### config.mk
export PLATFORM = sky130hd
export DESIGN_NAME = wav_stream_parser_flat
export DESIGN_NICKNAME = d
export VERILOG_FILES = /design/src/rtl/core/wsp_pkg.sv /design/src/rtl/core/wsp_if.sv /design/src/rtl/core/wsp_cfg_regs.sv /design/src/rtl/core/wsp_parser_core.sv /design/src/rtl/core/wsp_out_queue.sv /design/src/rtl/core/wav_stream_parser.sv /design/src/flat_wrapper.sv
export SDC_FILE = /design/constraint.sdc
export NUM_CORES = 2
export LEC_CHECK = 0
export BUFFER_PORTS_ARGS = -buffer_cell sky130_fd_sc_hd__buf_2
export CAP_MARGIN = 0
export CORE_ASPECT_RATIO = 0.5
export CORE_UTILIZATION = 46
export CTS_CLUSTER_SIZE = 24
export DETAILED_ROUTE_END_ITERATION = 12
export PLACE_DENSITY = 0.6
export SLEW_MARGIN = 30
export SYNTH_ARGS = -nofsm -noshare
export SYNTH_HDL_FRONTEND = slang
export SYNTH_SLANG_ARGS = --single-unit
### constraint.sdc
create_clock -name clk -period 16.1 [get_ports clk]
set_input_delay 0.805 -clock clk [delete_from_list [all_inputs] [get_ports clk]]
set_output_delay 0.805 -clock clk [all_outputs]
set_load 0.03 [all_outputs]
### src/rtl/core/wsp_pkg.sv
`timescale 1ns / 1ps
// Shared types, chunk identifiers and codes of the WAV stream parser.
// No dependencies; every other file of the block but wsp_if imports this package.
package wsp_pkg;

	// Four-character chunk identifiers as they read little-endian from the file.
	localparam logic [31:0] ID_RIFF = 32'h4646_4952;
	localparam logic [31:0] ID_WAVE = 32'h4556_4157;
	localparam logic [31:0] ID_FMT  = 32'h2074_6D66;
	localparam logic [31:0] ID_DATA = 32'h6174_6164;

	// Format values that the fmt chunk must declare, and the fmt body length that is always read.
	localparam logic [15:0] FMT_PCM      = 16'd1;
	localparam logic [15:0] FMT_CHANNELS = 16'd2;
	localparam logic [15:0] FMT_BITS     = 16'd16;
	localparam logic [31:0] FMT_BODY_LEN = 32'd16;

	// Reset value of the required sample rate register.
	localparam logic [31:0] RATE_RESET = 32'd44100;

	// Configuration port geometry: one 32-bit register at byte address 0.
	localparam int unsigned PADDR_W = 3;
	localparam logic [PADDR_W-3:0] REG_RATE = '0;

	// Result kinds.
	localparam logic KIND_FRAME   = 1'b0;
	localparam logic KIND_VERDICT = 1'b1;

	// Verdict error codes.
	localparam logic [1:0] ERR_BAD_HEADER = 2'd0;
	localparam logic [1:0] ERR_BAD_FMT    = 2'd1;
	localparam logic [1:0] ERR_ORDER      = 2'd2;
	localparam logic [1:0] ERR_TRUNCATED  = 2'd3;

	// Result queue geometry. An item may push two results, so the input side
	// needs two free entries.
	localparam int unsigned Q_DEPTH = 4;
	localparam int unsigned Q_PTR_W = $clog2(Q_DEPTH);
	localparam int unsigned Q_CNT_W = $clog2(Q_DEPTH + 1);

	typedef struct packed {
		logic [7:0] data_byte;
		logic       start_of_file;
		logic       end_of_file;
	} in_item_t;

	typedef struct packed {
		logic               kind;
		logic signed [15:0] left;
		logic signed [15:0] right;
		logic               verdict_ok;
		logic [1:0]         error_code;
	} result_t;

	// Results produced by one accepted item, in delivery order.
	typedef struct packed {
		logic [1:0] count;
		result_t    first;
		result_t    second;
	} push_t;

	typedef struct packed {
		logic done;
	} core_status_t;

endpackage

### src/rtl/core/wsp_if.sv
`timescale 1ns / 1ps
// Valid/ready stream interfaces of the WAV stream parser: file bytes in, results out.
// Depends on nothing; payload widths follow the block's field list.
interface wsp_in_if;
	logic       valid;
	logic       ready;
	logic [7:0] data_byte;
	logic       start_of_file;
	logic       end_of_file;

	modport source (output valid, data_byte, start_of_file, end_of_file, input ready);
	modport sink (input valid, data_byte, start_of_file, end_of_file, output ready);
endinterface

interface wsp_out_if;
	logic               valid;
	logic               ready;
	logic               kind;
	logic signed [15:0] left;
	logic signed [15:0] right;
	logic               verdict_ok;
	logic [1:0]         error_code;

	modport source (output valid, kind, left, right, verdict_ok, error_code, input ready);
	modport sink (input valid, kind, left, right, verdict_ok, error_code, output ready);
endinterface

### src/rtl/core/wsp_cfg_regs.sv
`timescale 1ns / 1ps
// APB-style configuration register holding the required sample rate.
// Depends on wsp_pkg.
module wsp_cfg_regs (
	input  logic                        clk,
	input  logic                        arst_n,
	input  logic                        psel,
	input  logic                        penable,
	input  logic                        pwrite,
	input  logic [wsp_pkg::PADDR_W-1:0] paddr,
	input  logic [31:0]                 pwdata,
	output logic [31:0]                 prdata,
	output logic                        pready,
	output logic [31:0]                 required_rate
);
	import wsp_pkg::*;

	logic [31:0] rate_q;
	logic        hit;

	// The low two address bits select a byte within the word and are ignored.
	assign hit    = (paddr[PADDR_W-1:2] == REG_RATE);
	assign pready = 1'b1;
	assign prdata = hit ? rate_q : 32'd0;
	assign required_rate = rate_q;

	always_ff @(posedge clk or negedge arst_n) begin
		if (!arst_n) begin
			rate_q <= RATE_RESET;
		end else if (psel && penable && pwrite && hit) begin
			rate_q <= pwdata;
		end
	end

endmodule

### src/rtl/core/wsp_parser_core.sv
`timescale 1ns / 1ps
// Byte-wise RIFF/WAVE parser state: header check, chunk walk, fmt check, frame assembly.
// Depends on wsp_pkg; feeds its results to wsp_out_queue.
module wsp_parser_core (
	input  logic                  clk,
	input  logic                  arst_n,
	input  logic                  accept,
	input  wsp_pkg::in_item_t     item,
	input  logic [31:0]           required_rate,
	output wsp_pkg::push_t        push,
	output wsp_pkg::core_status_t status
);
	import wsp_pkg::*;

	typedef enum logic [2:0] {
		PH_HDR,
		PH_CHDR,
		PH_FMT,
		PH_SKIP,
		PH_PAD,
		PH_DATA,
		PH_DONE
	} phase_t;

	phase_t      phase_q, ph, ph_n;
	logic [31:0] count_q, cnt, cnt_n;
	logic [31:0] id_q, id, id_n;
	logic [31:0] size_q, sz, sz_n;
	logic [63:0] fmt_q, fmt, fmt_n;
	logic        seen_q, seen, seen_n;
	logic [29:0] frames_q, frames, frames_n;
	logic [23:0] part_q, part, part_n;
	push_t       res;

	logic [7:0]  b;
	logic [1:0]  lane;
	logic [3:0]  fi;
	logic        fmt_bad;
	logic [31:0] skip_len;
	logic [31:0] skip_left;

	function automatic result_t make_verdict(input logic ok, input logic [1:0] code);
		result_t r;
		r.kind       = KIND_VERDICT;
		r.left       = '0;
		r.right      = '0;
		r.verdict_ok = ok;
		r.error_code = ok ? ERR_BAD_HEADER : code;
		return r;
	endfunction

	assign b = item.data_byte;

	always_comb begin
		// A start mark clears the parse state before the byte is looked at.
		if (item.start_of_file) begin
			ph     = PH_HDR;
			cnt    = '0;
			id     = '0;
			sz     = '0;
			fmt    = '0;
			seen   = 1'b0;
			frames = '0;
			part   = '0;
		end else begin
			ph     = phase_q;
			cnt    = count_q;
			id     = id_q;
			sz     = size_q;
			fmt    = fmt_q;
			seen   = seen_q;
			frames = frames_q;
			part   = part_q;
		end

		lane = cnt[1:0];
		fi   = cnt[3:0];

		ph_n     = ph;
		cnt_n    = cnt;
		id_n     = id;
		sz_n     = sz;
		fmt_n    = fmt;
		seen_n   = seen;
		frames_n = frames;
		part_n   = part;
		res      = '0;
		fmt_bad  = 1'b0;
		skip_len  = '0;
		skip_left = '0;

		if (item.end_of_file) begin
			if (ph != PH_DONE) begin
				res.count = 2'd1;
				res.first = make_verdict(1'b0, ERR_TRUNCATED);
				ph_n      = PH_DONE;
			end
		end else begin
			unique case (ph)
				PH_HDR: begin
					if (cnt < 32'd4 || cnt >= 32'd8) begin
						if (lane == 2'd0) begin
							id_n = '0;
						end
						id_n[{lane, 3'b000} +: 8] = id_n[{lane, 3'b000} +: 8] | b;
					end
					// A wrong RIFF tag is remembered until the whole header is in.
					if (cnt == 32'd3 && id_n != ID_RIFF) begin
						sz_n = 32'd1;
					end
					if (cnt == 32'd11) begin
						if (sz_n != 32'd0 || id_n != ID_WAVE) begin
							res.count = 2'd1;
							res.first = make_verdict(1'b0, ERR_BAD_HEADER);
							ph_n      = PH_DONE;
						end else begin
							sz_n  = '0;
							cnt_n = '0;
							ph_n  = PH_CHDR;
						end
					end else begin
						cnt_n = cnt + 32'd1;
					end
				end

				PH_CHDR: begin
					if (cnt < 32'd4) begin
						if (lane == 2'd0) begin
							id_n = '0;
						end
						id_n[{lane, 3'b000} +: 8] = id_n[{lane, 3'b000} +: 8] | b;
						cnt_n = cnt + 32'd1;
					end else begin
						if (lane == 2'd0) begin
							sz_n = '0;
						end
						sz_n[{lane, 3'b000} +: 8] = sz_n[{lane, 3'b000} +: 8] | b;
						if (cnt < 32'd7) begin
							cnt_n = cnt + 32'd1;
						end else if (id == ID_FMT) begin
							fmt_n = '0;
							cnt_n = '0;
							ph_n  = PH_FMT;
						end else if (id == ID_DATA) begin
							if (!seen) begin
								res.count = 2'd1;
								res.first = make_verdict(1'b0, ERR_ORDER);
								ph_n      = PH_DONE;
							end else begin
								frames_n = sz_n[31:2];
								cnt_n    = '0;
								part_n   = '0;
								if (sz_n[31:2] == 30'd0) begin
									res.count = 2'd1;
									res.first = make_verdict(1'b1, ERR_BAD_HEADER);
									ph_n      = PH_DONE;
								end else begin
									ph_n = PH_DATA;
								end
							end
						end else if (sz_n == 32'd0) begin
							cnt_n = '0;
							ph_n  = PH_CHDR;
						end else begin
							cnt_n = sz_n;
							ph_n  = PH_SKIP;
						end
					end
				end

				PH_FMT: begin
					if (fi < 4'd8) begin
						fmt_n[{fi[2:0], 3'b000} +: 8] = fmt_n[{fi[2:0], 3'b000} +: 8] | b;
					end
					// Format, channels and rate collapse into one sticky flag in bit 63.
					if (fi == 4'd7) begin
						fmt_bad = (fmt_n[15:0] != FMT_PCM) || (fmt_n[31:16] != FMT_CHANNELS)
							|| (fmt_n[63:32] != required_rate);
						fmt_n = fmt_bad ? {1'b1, 63'd0} : 64'd0;
					end
					if (fi >= 4'd14) begin
						fmt_n[{fi[0], 3'b000} +: 8] = fmt_n[{fi[0], 3'b000} +: 8] | b;
					end
					if (fi == 4'd15) begin
						if (fmt_n[63] || fmt_n[15:0] != FMT_BITS) begin
							res.count = 2'd1;
							res.first = make_verdict(1'b0, ERR_BAD_FMT);
							ph_n      = PH_DONE;
						end else begin
							seen_n   = 1'b1;
							skip_len = (sz > FMT_BODY_LEN) ? (sz - FMT_BODY_LEN) : 32'd0;
							if (skip_len == 32'd0) begin
								cnt_n = '0;
								ph_n  = sz[0] ? PH_PAD : PH_CHDR;
							end else begin
								cnt_n = skip_len;
								ph_n  = PH_SKIP;
							end
						end
					end else begin
						cnt_n = cnt + 32'd1;
					end
				end

				PH_SKIP: begin
					skip_left = cnt - 32'd1;
					cnt_n     = skip_left;
					if (skip_left == 32'd0) begin
						ph_n = sz[0] ? PH_PAD : PH_CHDR;
					end
				end

				PH_PAD: begin
					cnt_n = '0;
					ph_n  = PH_CHDR;
				end

				PH_DATA: begin
					if (lane != 2'd3) begin
						if (lane == 2'd0) begin
							part_n = '0;
						end
						part_n[{lane, 3'b000} +: 8] = part_n[{lane, 3'b000} +: 8] | b;
						cnt_n = cnt + 32'd1;
					end else begin
						res.count            = 2'd1;
						res.first.kind       = KIND_FRAME;
						res.first.left       = part[15:0];
						res.first.right      = {b, part[23:16]};
						res.first.verdict_ok = 1'b0;
						res.first.error_code = ERR_BAD_HEADER;
						cnt_n    = '0;
						frames_n = frames - 30'd1;
						if (frames_n == 30'd0) begin
							res.count  = 2'd2;
							res.second = make_verdict(1'b1, ERR_BAD_HEADER);
							ph_n       = PH_DONE;
						end
					end
				end

				PH_DONE: begin
				end

				default: begin
				end
			endcase
		end

		if (!accept) begin
			res.count = 2'd0;
		end
	end

	assign push        = res;
	assign status.done = (phase_q == PH_DONE);

	always_ff @(posedge clk or negedge arst_n) begin
		if (!arst_n) begin
			phase_q  <= PH_HDR;
			count_q  <= '0;
			id_q     <= '0;
			size_q   <= '0;
			fmt_q    <= '0;
			seen_q   <= 1'b0;
			frames_q <= '0;
			part_q   <= '0;
		end else if (accept) begin
			phase_q  <= ph_n;
			count_q  <= cnt_n;
			id_q     <= id_n;
			size_q   <= sz_n;
			fmt_q    <= fmt_n;
			seen_q   <= seen_n;
			frames_q <= frames_n;
			part_q   <= part_n;
		end
	end

endmodule

### src/rtl/core/wsp_out_queue.sv
`timescale 1ns / 1ps
// Small result queue that takes up to two results a cycle and delivers one.
// Depends on wsp_pkg and wsp_out_if.
module wsp_out_queue (
	input  logic             clk,
	input  logic             arst_n,
	input  wsp_pkg::push_t   push,
	output logic             has_room,
	wsp_out_if.source        res
);
	import wsp_pkg::*;

	result_t              mem [Q_DEPTH];
	logic [Q_PTR_W-1:0]   wr_ptr_q;
	logic [Q_PTR_W-1:0]   rd_ptr_q;
	logic [Q_CNT_W-1:0]   cnt_q;
	logic                 pop;
	result_t              head;

	assign pop      = res.valid && res.ready;
	assign has_room = (cnt_q <= Q_CNT_W'(Q_DEPTH - 2));
	assign head     = mem[rd_ptr_q];

	assign res.valid      = (cnt_q != '0);
	assign res.kind       = head.kind;
	assign res.left       = head.left;
	assign res.right      = head.right;
	assign res.verdict_ok = head.verdict_ok;
	assign res.error_code = head.error_code;

	always_ff @(posedge clk) begin
		if (push.count != 2'd0) begin
			mem[wr_ptr_q] <= push.first;
		end
		if (push.count == 2'd2) begin
			mem[wr_ptr_q + Q_PTR_W'(1)] <= push.second;
		end
	end

	always_ff @(posedge clk or negedge arst_n) begin
		if (!arst_n) begin
			wr_ptr_q <= '0;
			rd_ptr_q <= '0;
			cnt_q    <= '0;
		end else begin
			wr_ptr_q <= wr_ptr_q + Q_PTR_W'(push.count);
			rd_ptr_q <= rd_ptr_q + Q_PTR_W'(pop);
			cnt_q    <= cnt_q + Q_CNT_W'(push.count) - Q_CNT_W'(pop);
		end
	end

endmodule

### src/rtl/core/wav_stream_parser.sv
`timescale 1ns / 1ps
// Top level of the WAV stream parser: configuration register, parser core, result queue.
// Depends on wsp_pkg, wsp_if, wsp_cfg_regs, wsp_parser_core and wsp_out_queue.
//
//   Channel     Direction  Payload                                    Transfer
//   file_bytes  in         data_byte, start_of_file, end_of_file      valid && ready
//   samples     out        kind, left, right, verdict_ok, error_code  valid && ready
//   APB         in/out     required_rate at byte address 0            psel&penable&pwrite
//
// One file byte is taken per cycle while file_bytes.ready is high; the parser state
// updates at the edge of the transfer and the results it causes enter the result queue
// at that same edge, and a frame or verdict is offered once earlier results have left.
// The last frame and its success verdict leave the queue on two consecutive transfers.
// file_bytes.ready drops only while fewer than two queue entries are free, which
// happens only when the sink of samples stalls.
// Reset (arst_n low) puts the parser in front of a file header and sets the rate to 44100.
module wav_stream_parser (
	input  logic                        clk,
	input  logic                        arst_n,
	wsp_in_if.sink                      file_bytes,
	wsp_out_if.source                   samples,
	input  logic                        psel,
	input  logic                        penable,
	input  logic                        pwrite,
	input  logic [wsp_pkg::PADDR_W-1:0] paddr,
	input  logic [31:0]                 pwdata,
	output logic [31:0]                 prdata,
	output logic                        pready
);
	import wsp_pkg::*;

	logic         accept;
	logic         has_room;
	logic [31:0]  required_rate;
	in_item_t     item;
	push_t        push;
	core_status_t status;

	// The user writes the configuration register only while the stream is idle; the block does not enforce this.
	wsp_cfg_regs u_cfg (
		.clk           (clk),
		.arst_n        (arst_n),
		.psel          (psel),
		.penable       (penable),
		.pwrite        (pwrite),
		.paddr         (paddr),
		.pwdata        (pwdata),
		.prdata        (prdata),
		.pready        (pready),
		.required_rate (required_rate)
	);

	assign file_bytes.ready = has_room;
	assign accept           = file_bytes.valid && file_bytes.ready;

	assign item.data_byte     = file_bytes.data_byte;
	assign item.start_of_file = file_bytes.start_of_file;
	assign item.end_of_file   = file_bytes.end_of_file;

	// The core decides, for each accepted byte, the next parse state and the
	// zero, one or two results that the byte causes.
	wsp_parser_core u_core (
		.clk           (clk),
		.arst_n        (arst_n),
		.accept        (accept),
		.item          (item),
		.required_rate (required_rate),
		.push          (push),
		.status        (status)
	);

	// The queue decouples the two sides so bytes keep flowing while a result waits.
	wsp_out_queue u_queue (
		.clk      (clk),
		.arst_n   (arst_n),
		.push     (push),
		.has_room (has_room),
		.res      (samples)
	);

	// Two results from one byte are always the last frame followed by success.
	a_pair_order: assert property (@(posedge clk) disable iff (!arst_n)
		push.count == 2'd2 |-> push.first.kind == KIND_FRAME
			&& push.second.kind == KIND_VERDICT && push.second.verdict_ok)
		else $error("two results from one byte are not frame then success");

	// Any verdict leaves the parser finished.
	a_verdict_done: assert property (@(posedge clk) disable iff (!arst_n)
		(push.count == 2'd2 || (push.count == 2'd1 && push.first.kind == KIND_VERDICT))
			|=> status.done)
		else $error("parser not finished after a verdict");

	// Frames carry neither a verdict flag nor an error code.
	a_frame_clean: assert property (@(posedge clk) disable iff (!arst_n)
		samples.valid && samples.kind == KIND_FRAME
			|-> !samples.verdict_ok && samples.error_code == ERR_BAD_HEADER)
		else $error("frame result carries verdict fields");

	// Back-pressure on bytes only comes from results piling up.
	a_stall_cause: assert property (@(posedge clk) disable iff (!arst_n)
		!file_bytes.ready |-> samples.valid)
		else $error("byte input stalled with no result waiting");

endmodule

### src/flat_wrapper.sv
// flat-port wrapper written by rule: the top's interface ports become plain ports
module wav_stream_parser_flat import wsp_pkg::*;
  (clk, arst_n, psel, penable, pwrite, paddr, pwdata, prdata, pready, file_bytes_valid, file_bytes_data_byte, file_bytes_start_of_file, file_bytes_end_of_file, file_bytes_ready, samples_valid, samples_kind, samples_left, samples_right, samples_verdict_ok, samples_error_code, samples_ready);
  wsp_in_if file_bytes_i ();
  wsp_out_if samples_i ();
  input  logic clk;
  input  logic arst_n;
  input  logic psel;
  input  logic penable;
  input  logic pwrite;
  input  logic [wsp_pkg::PADDR_W-1:0] paddr;
  input  logic [31:0] pwdata;
  output logic [31:0] prdata;
  output logic pready;
  input wire logic [$bits(file_bytes_i.valid)-1:0] file_bytes_valid;
  input wire logic [$bits(file_bytes_i.data_byte)-1:0] file_bytes_data_byte;
  input wire logic [$bits(file_bytes_i.start_of_file)-1:0] file_bytes_start_of_file;
  input wire logic [$bits(file_bytes_i.end_of_file)-1:0] file_bytes_end_of_file;
  output wire logic [$bits(file_bytes_i.ready)-1:0] file_bytes_ready;
  output wire logic [$bits(samples_i.valid)-1:0] samples_valid;
  output wire logic [$bits(samples_i.kind)-1:0] samples_kind;
  output wire logic [$bits(samples_i.left)-1:0] samples_left;
  output wire logic [$bits(samples_i.right)-1:0] samples_right;
  output wire logic [$bits(samples_i.verdict_ok)-1:0] samples_verdict_ok;
  output wire logic [$bits(samples_i.error_code)-1:0] samples_error_code;
  input wire logic [$bits(samples_i.ready)-1:0] samples_ready;
  assign file_bytes_i.valid = file_bytes_valid;
  assign file_bytes_i.data_byte = file_bytes_data_byte;
  assign file_bytes_i.start_of_file = file_bytes_start_of_file;
  assign file_bytes_i.end_of_file = file_bytes_end_of_file;
  assign file_bytes_ready = file_bytes_i.ready;
  assign samples_valid = samples_i.valid;
  assign samples_kind = samples_i.kind;
  assign samples_left = samples_i.left;
  assign samples_right = samples_i.right;
  assign samples_verdict_ok = samples_i.verdict_ok;
  assign samples_error_code = samples_i.error_code;
  assign samples_i.ready = samples_ready;
  wav_stream_parser u_core (.clk(clk), .arst_n(arst_n), .file_bytes(file_bytes_i), .samples(samples_i), .psel(psel), .penable(penable), .pwrite(pwrite), .paddr(paddr), .pwdata(pwdata), .prdata(prdata), .pready(pready));
endmodule
==> run summary <==
Power
- **Static Leak** 13.1 nW
- **Final Power** 0.00360 W
- **proportion of power drawn by the clock network** 28.6%
- **logic gate share of total power** 37.0%
- **portion of total power attributed to sequential cells** 34.4%
- **Power Density** 117 nW/µm²
- **VDD IR max** 0.0797 mV
- **net switching power** 0.00152 W
- **internal power consumption** 0.00208 W
- **Switching Fraction** 42.2%

Route
- **drt pass-1 iters** 8
- **starting DRC count in detailed routing** 4095
- **detailed route wirelength on metal2** 48.2 mm
- **detail-routed via count per cell** 6.93
- **highest routing layer actually used** met5
- **detailed-routing wirelength on met1** 48.4 mm
- **sum of met3 wire segment lengths after detailed routing** 13.7 mm
- **number of routed nets with antenna violations** 0
- **total routed wirelength** 116 mm
- **number of vias after detailed routing** 28900
- **detailed-route DRC error count** 0
- **detail-routed net length per standard cell** 27.8 µm

Final layout
- **Layout area overhead** 9.50%
- **fin nets** 3389
- **non-filler instance count after layout** 4166
- **fraction of layout cells with a size suffix above 1** 13.7%
- **post-route core utilization** 51.4%

Setup path
- **WP data required** 16360 ps
- **arrival time at the worst endpoint** 7500 ps
- **endpoint type of the worst setup path** flip-flop
- **top fanout value on the critical path** 41
- **CP Launch Type** flip-flop
- **Crit Path Category** flip-flop to flip-flop
- **R2R depth** 16

Global routing
- **wire length of the first global-routing pass** 172 mm
- **vias in the first global route** 26600
- **aggregate global routing overflow** 0
- **initial antenna violation count** 4
- **pin count of the biggest net entering global routing** 70
- **total global-route track usage** 36.4%

Timing
- **final setup violation count** 0
- **number of hold-slack violations in the final timing report** 0
- **final-layout setup total negative slack** 0 ps
- **Pins Over Slew Limit** 0
- **worst max-slew margin expressed relative to the limit** 24.9%
- **setup repair after global routing missed its margin** no
- **Worst Skew** 30.3 ps
- **Achievable Freq** 0.138 GHz
- **pin slew with the least headroom to its limit** 1130 ps
- **period utilisation layout** 45.0%
- **post-layout min period** 7240 ps

Clock network
- **Post-CTS Setup Repair Bufs** 0
- **clock latency on the worst-skew pair** 600 ps
- **clock root buffer** clkbuf_16
- **CTS tree** done
- **Clk pin slew, worst setup/hold paths** 70 ps
- **level count of the clock H-tree** 2
- **post-cts sizing count** 0
- **maximum buffer depth of the clock tree** 3
- **post-cts hold buffer count** 0
- **TritonCTS buffer count** 41
- **TritonCTS sink count** 401

Logic synthesis
- **area share of the leading cell type in the synthesized netlist** 22.4%
- **Mapped Nets** 3408
- **Seq/Total Area, Yosys** 33.6%
- **Distinct cells, synth** 98
- **number of synthesized register bits** 401
- **Synth area leaders** dfrtp_1, dfxtp_1, mux2i_1
- **most frequent cells after synthesis** nor2_1, nand2_1, o21ai_0, dfrtp_1, clkbuf_1
- **most repeated cell in the gate-level netlist after synthesis** nor2_1
- **leading area contributor after synthesis** dfrtp_1
- **cell area after technology mapping** 28000 µm²
- **commonest register cell after synthesis** dfrtp_1
- **fraction of registers with async set or reset after synthesis** 64.1%
- **number of warnings issued by yosys** 0
- **synthesized instance count** 3338
- **EDFF count, synth** 8
- **mean cell area of the mapped netlist** 8.39 µm²

Die
- **Row Count** 63
- **Chip Height** 176 µm
- **boundary pin count** 123
- **initial core utilization** 46.9%
- **width of the die** 351 µm
- **die outline area** 61900 µm²
- **CORE AREA** 59700 µm²

Flow run
- **number of max-cap violations** 0

Place
- **number of placed instances, taps included** 4086
- **final weighted congestion in routability-driven placement** 1.00
- **HPWL after detailed placement** 80.9 mm
- **count of input and output buffers** 119

Outcome
- **outcome** finished clean

Min path
- **path type of the worst min-delay path** input pin to asynchronous set/reset pin

through the flow:
step | hold slack [ps] | setup WS [ps] | cell area [µm²]
after floorplan | 448 | 9280 | 28000
after global placement | 467 | 8670 | 29200
after detailed placement | 481 | 8550 | 29200
after CTS | 209 | 9040 | 30600
after global routing | 234 | 8740 | 30700
final | 197 | 8860 | 30700
critical path: stages (launching register included):
cell	delay, ps
dfrtp_4	850
nand2b_1	100
buf_4	220
inv_1	310
ha_1	620
nand3b_1	520
or3_1	710
a2bb2oi_1	230
nor4_1	220
nand3_1	180
o41ai_1	680
a31oi_1	170
buf_4	200
a2111o_1	660
o2111ai_4	300
buf_4	560
o21ai_0	330
logic make-up (layout without fill, tap and decap cells):
family          after synthesis  count (layout)  synth area share, %
xor+xnor                     86              86                 2.69
flops                       401             401                 33.6
buf+inv                     334             348                 5.19
mux                         272             272                 11.7
other cells                   1               3               0.0134
simple gates               1197            1197                 21.1
fa+ha+maj                    18              18                0.831
compound gates             1029            1029                 24.9
layout by cell type (no fill, tap or decap), drive strengths merged, types with 24 or more instances in the layout:
master	netlist	layout
or3	29	29
buf	68	209
o21ai	280	280
nor2b	69	69
nand4	36	36
dfrtp	251	251
nand3	63	63
nand2	290	290
xor2	29	29
a22o	83	83
nor2	363	363
xnor2	57	57
dfxtp	136	136
nor4	58	58
a21oi	181	181
a31oi	34	34
a211oi	28	28
mux2i	158	158
clkbuf	203	52
and3	46	46
mux4	36	36
nor3	92	92
inv	62	68
o2bb2ai	27	27
a221oi	24	24
a22oi	57	57
mux2	78	78
o22ai	46	46
path summary, 6_finish.rpt:
path	from	to	slack, ps
max in group asynchronous	arst_n	u_core.u_core.fmt_q[23]	14740
setup / recovery	u_core.u_core.count_q[0]	u_core.u_queue.mem[0][35]	8860
hold reg to reg	u_core.u_queue.cnt_q[2]	u_core.u_queue.cnt_q[2]	490
hold / removal	arst_n	u_core.u_cfg.required_rate[4]	200
setup reg to reg	u_core.u_core.count_q[0]	u_core.u_queue.mem[0][35]	8860
min in group clk	pwdata[19]	u_core.u_cfg.required_rate[19]	450
layout make-up:
cell class	count	area (µm²)
clock inverters	24	277
fillers	5656	29000
repair buffers	209	1290
multi-input cells	2603	17300
clock buffers	52	1140
flip-flops and latches	401	9410
diodes	2	5.00
inverters	63	236
well taps	812	1020
layer usage:
layer,global-route usage [%],vias to the layer above
li1,-,12500
met4,14.8,6
met3,9.45,403
met2,53.4,2002
met1,50.7,14000
met5,0,-
power groups by stage:
| stage | Sequential (W) | Clock (W) | Combinational (W) |
|---|---|---|---|
| floorplan | 0.00115 | 0 | 0.000937 |
| global placement | 0.00125 | 0 | 0.00127 |
| detailed placement | 0.00125 | 0 | 0.00128 |
| CTS | 0.00123 | 0.00104 | 0.00128 |
| global route | 0.00125 | 0.00108 | 0.00139 |
| finish | 0.00124 | 0.00103 | 0.00133 |
flip-flops by register name (all words and copies together), names as in the netlist:
signal / cells
u_core.u_queue.rd_ptr_q: 2
u_core.u_queue.wr_ptr_q: 2
u_core.u_core.phase_q: 3
u_core.u_core.id_q: 32
u_core.u_core.frames_q: 30
u_core.u_queue.mem: 144
u_core.u_core.size_q: 32
u_core.u_core.fmt_q: 64
u_core.u_queue.cnt_q: 3
u_core.u_core.part_q: 24
u_core.u_core.count_q: 32
u_core.u_cfg.required_rate: 32
u_core.u_core.seen_q: 1
No activity file was read; power rests on OpenSTA's default activity.
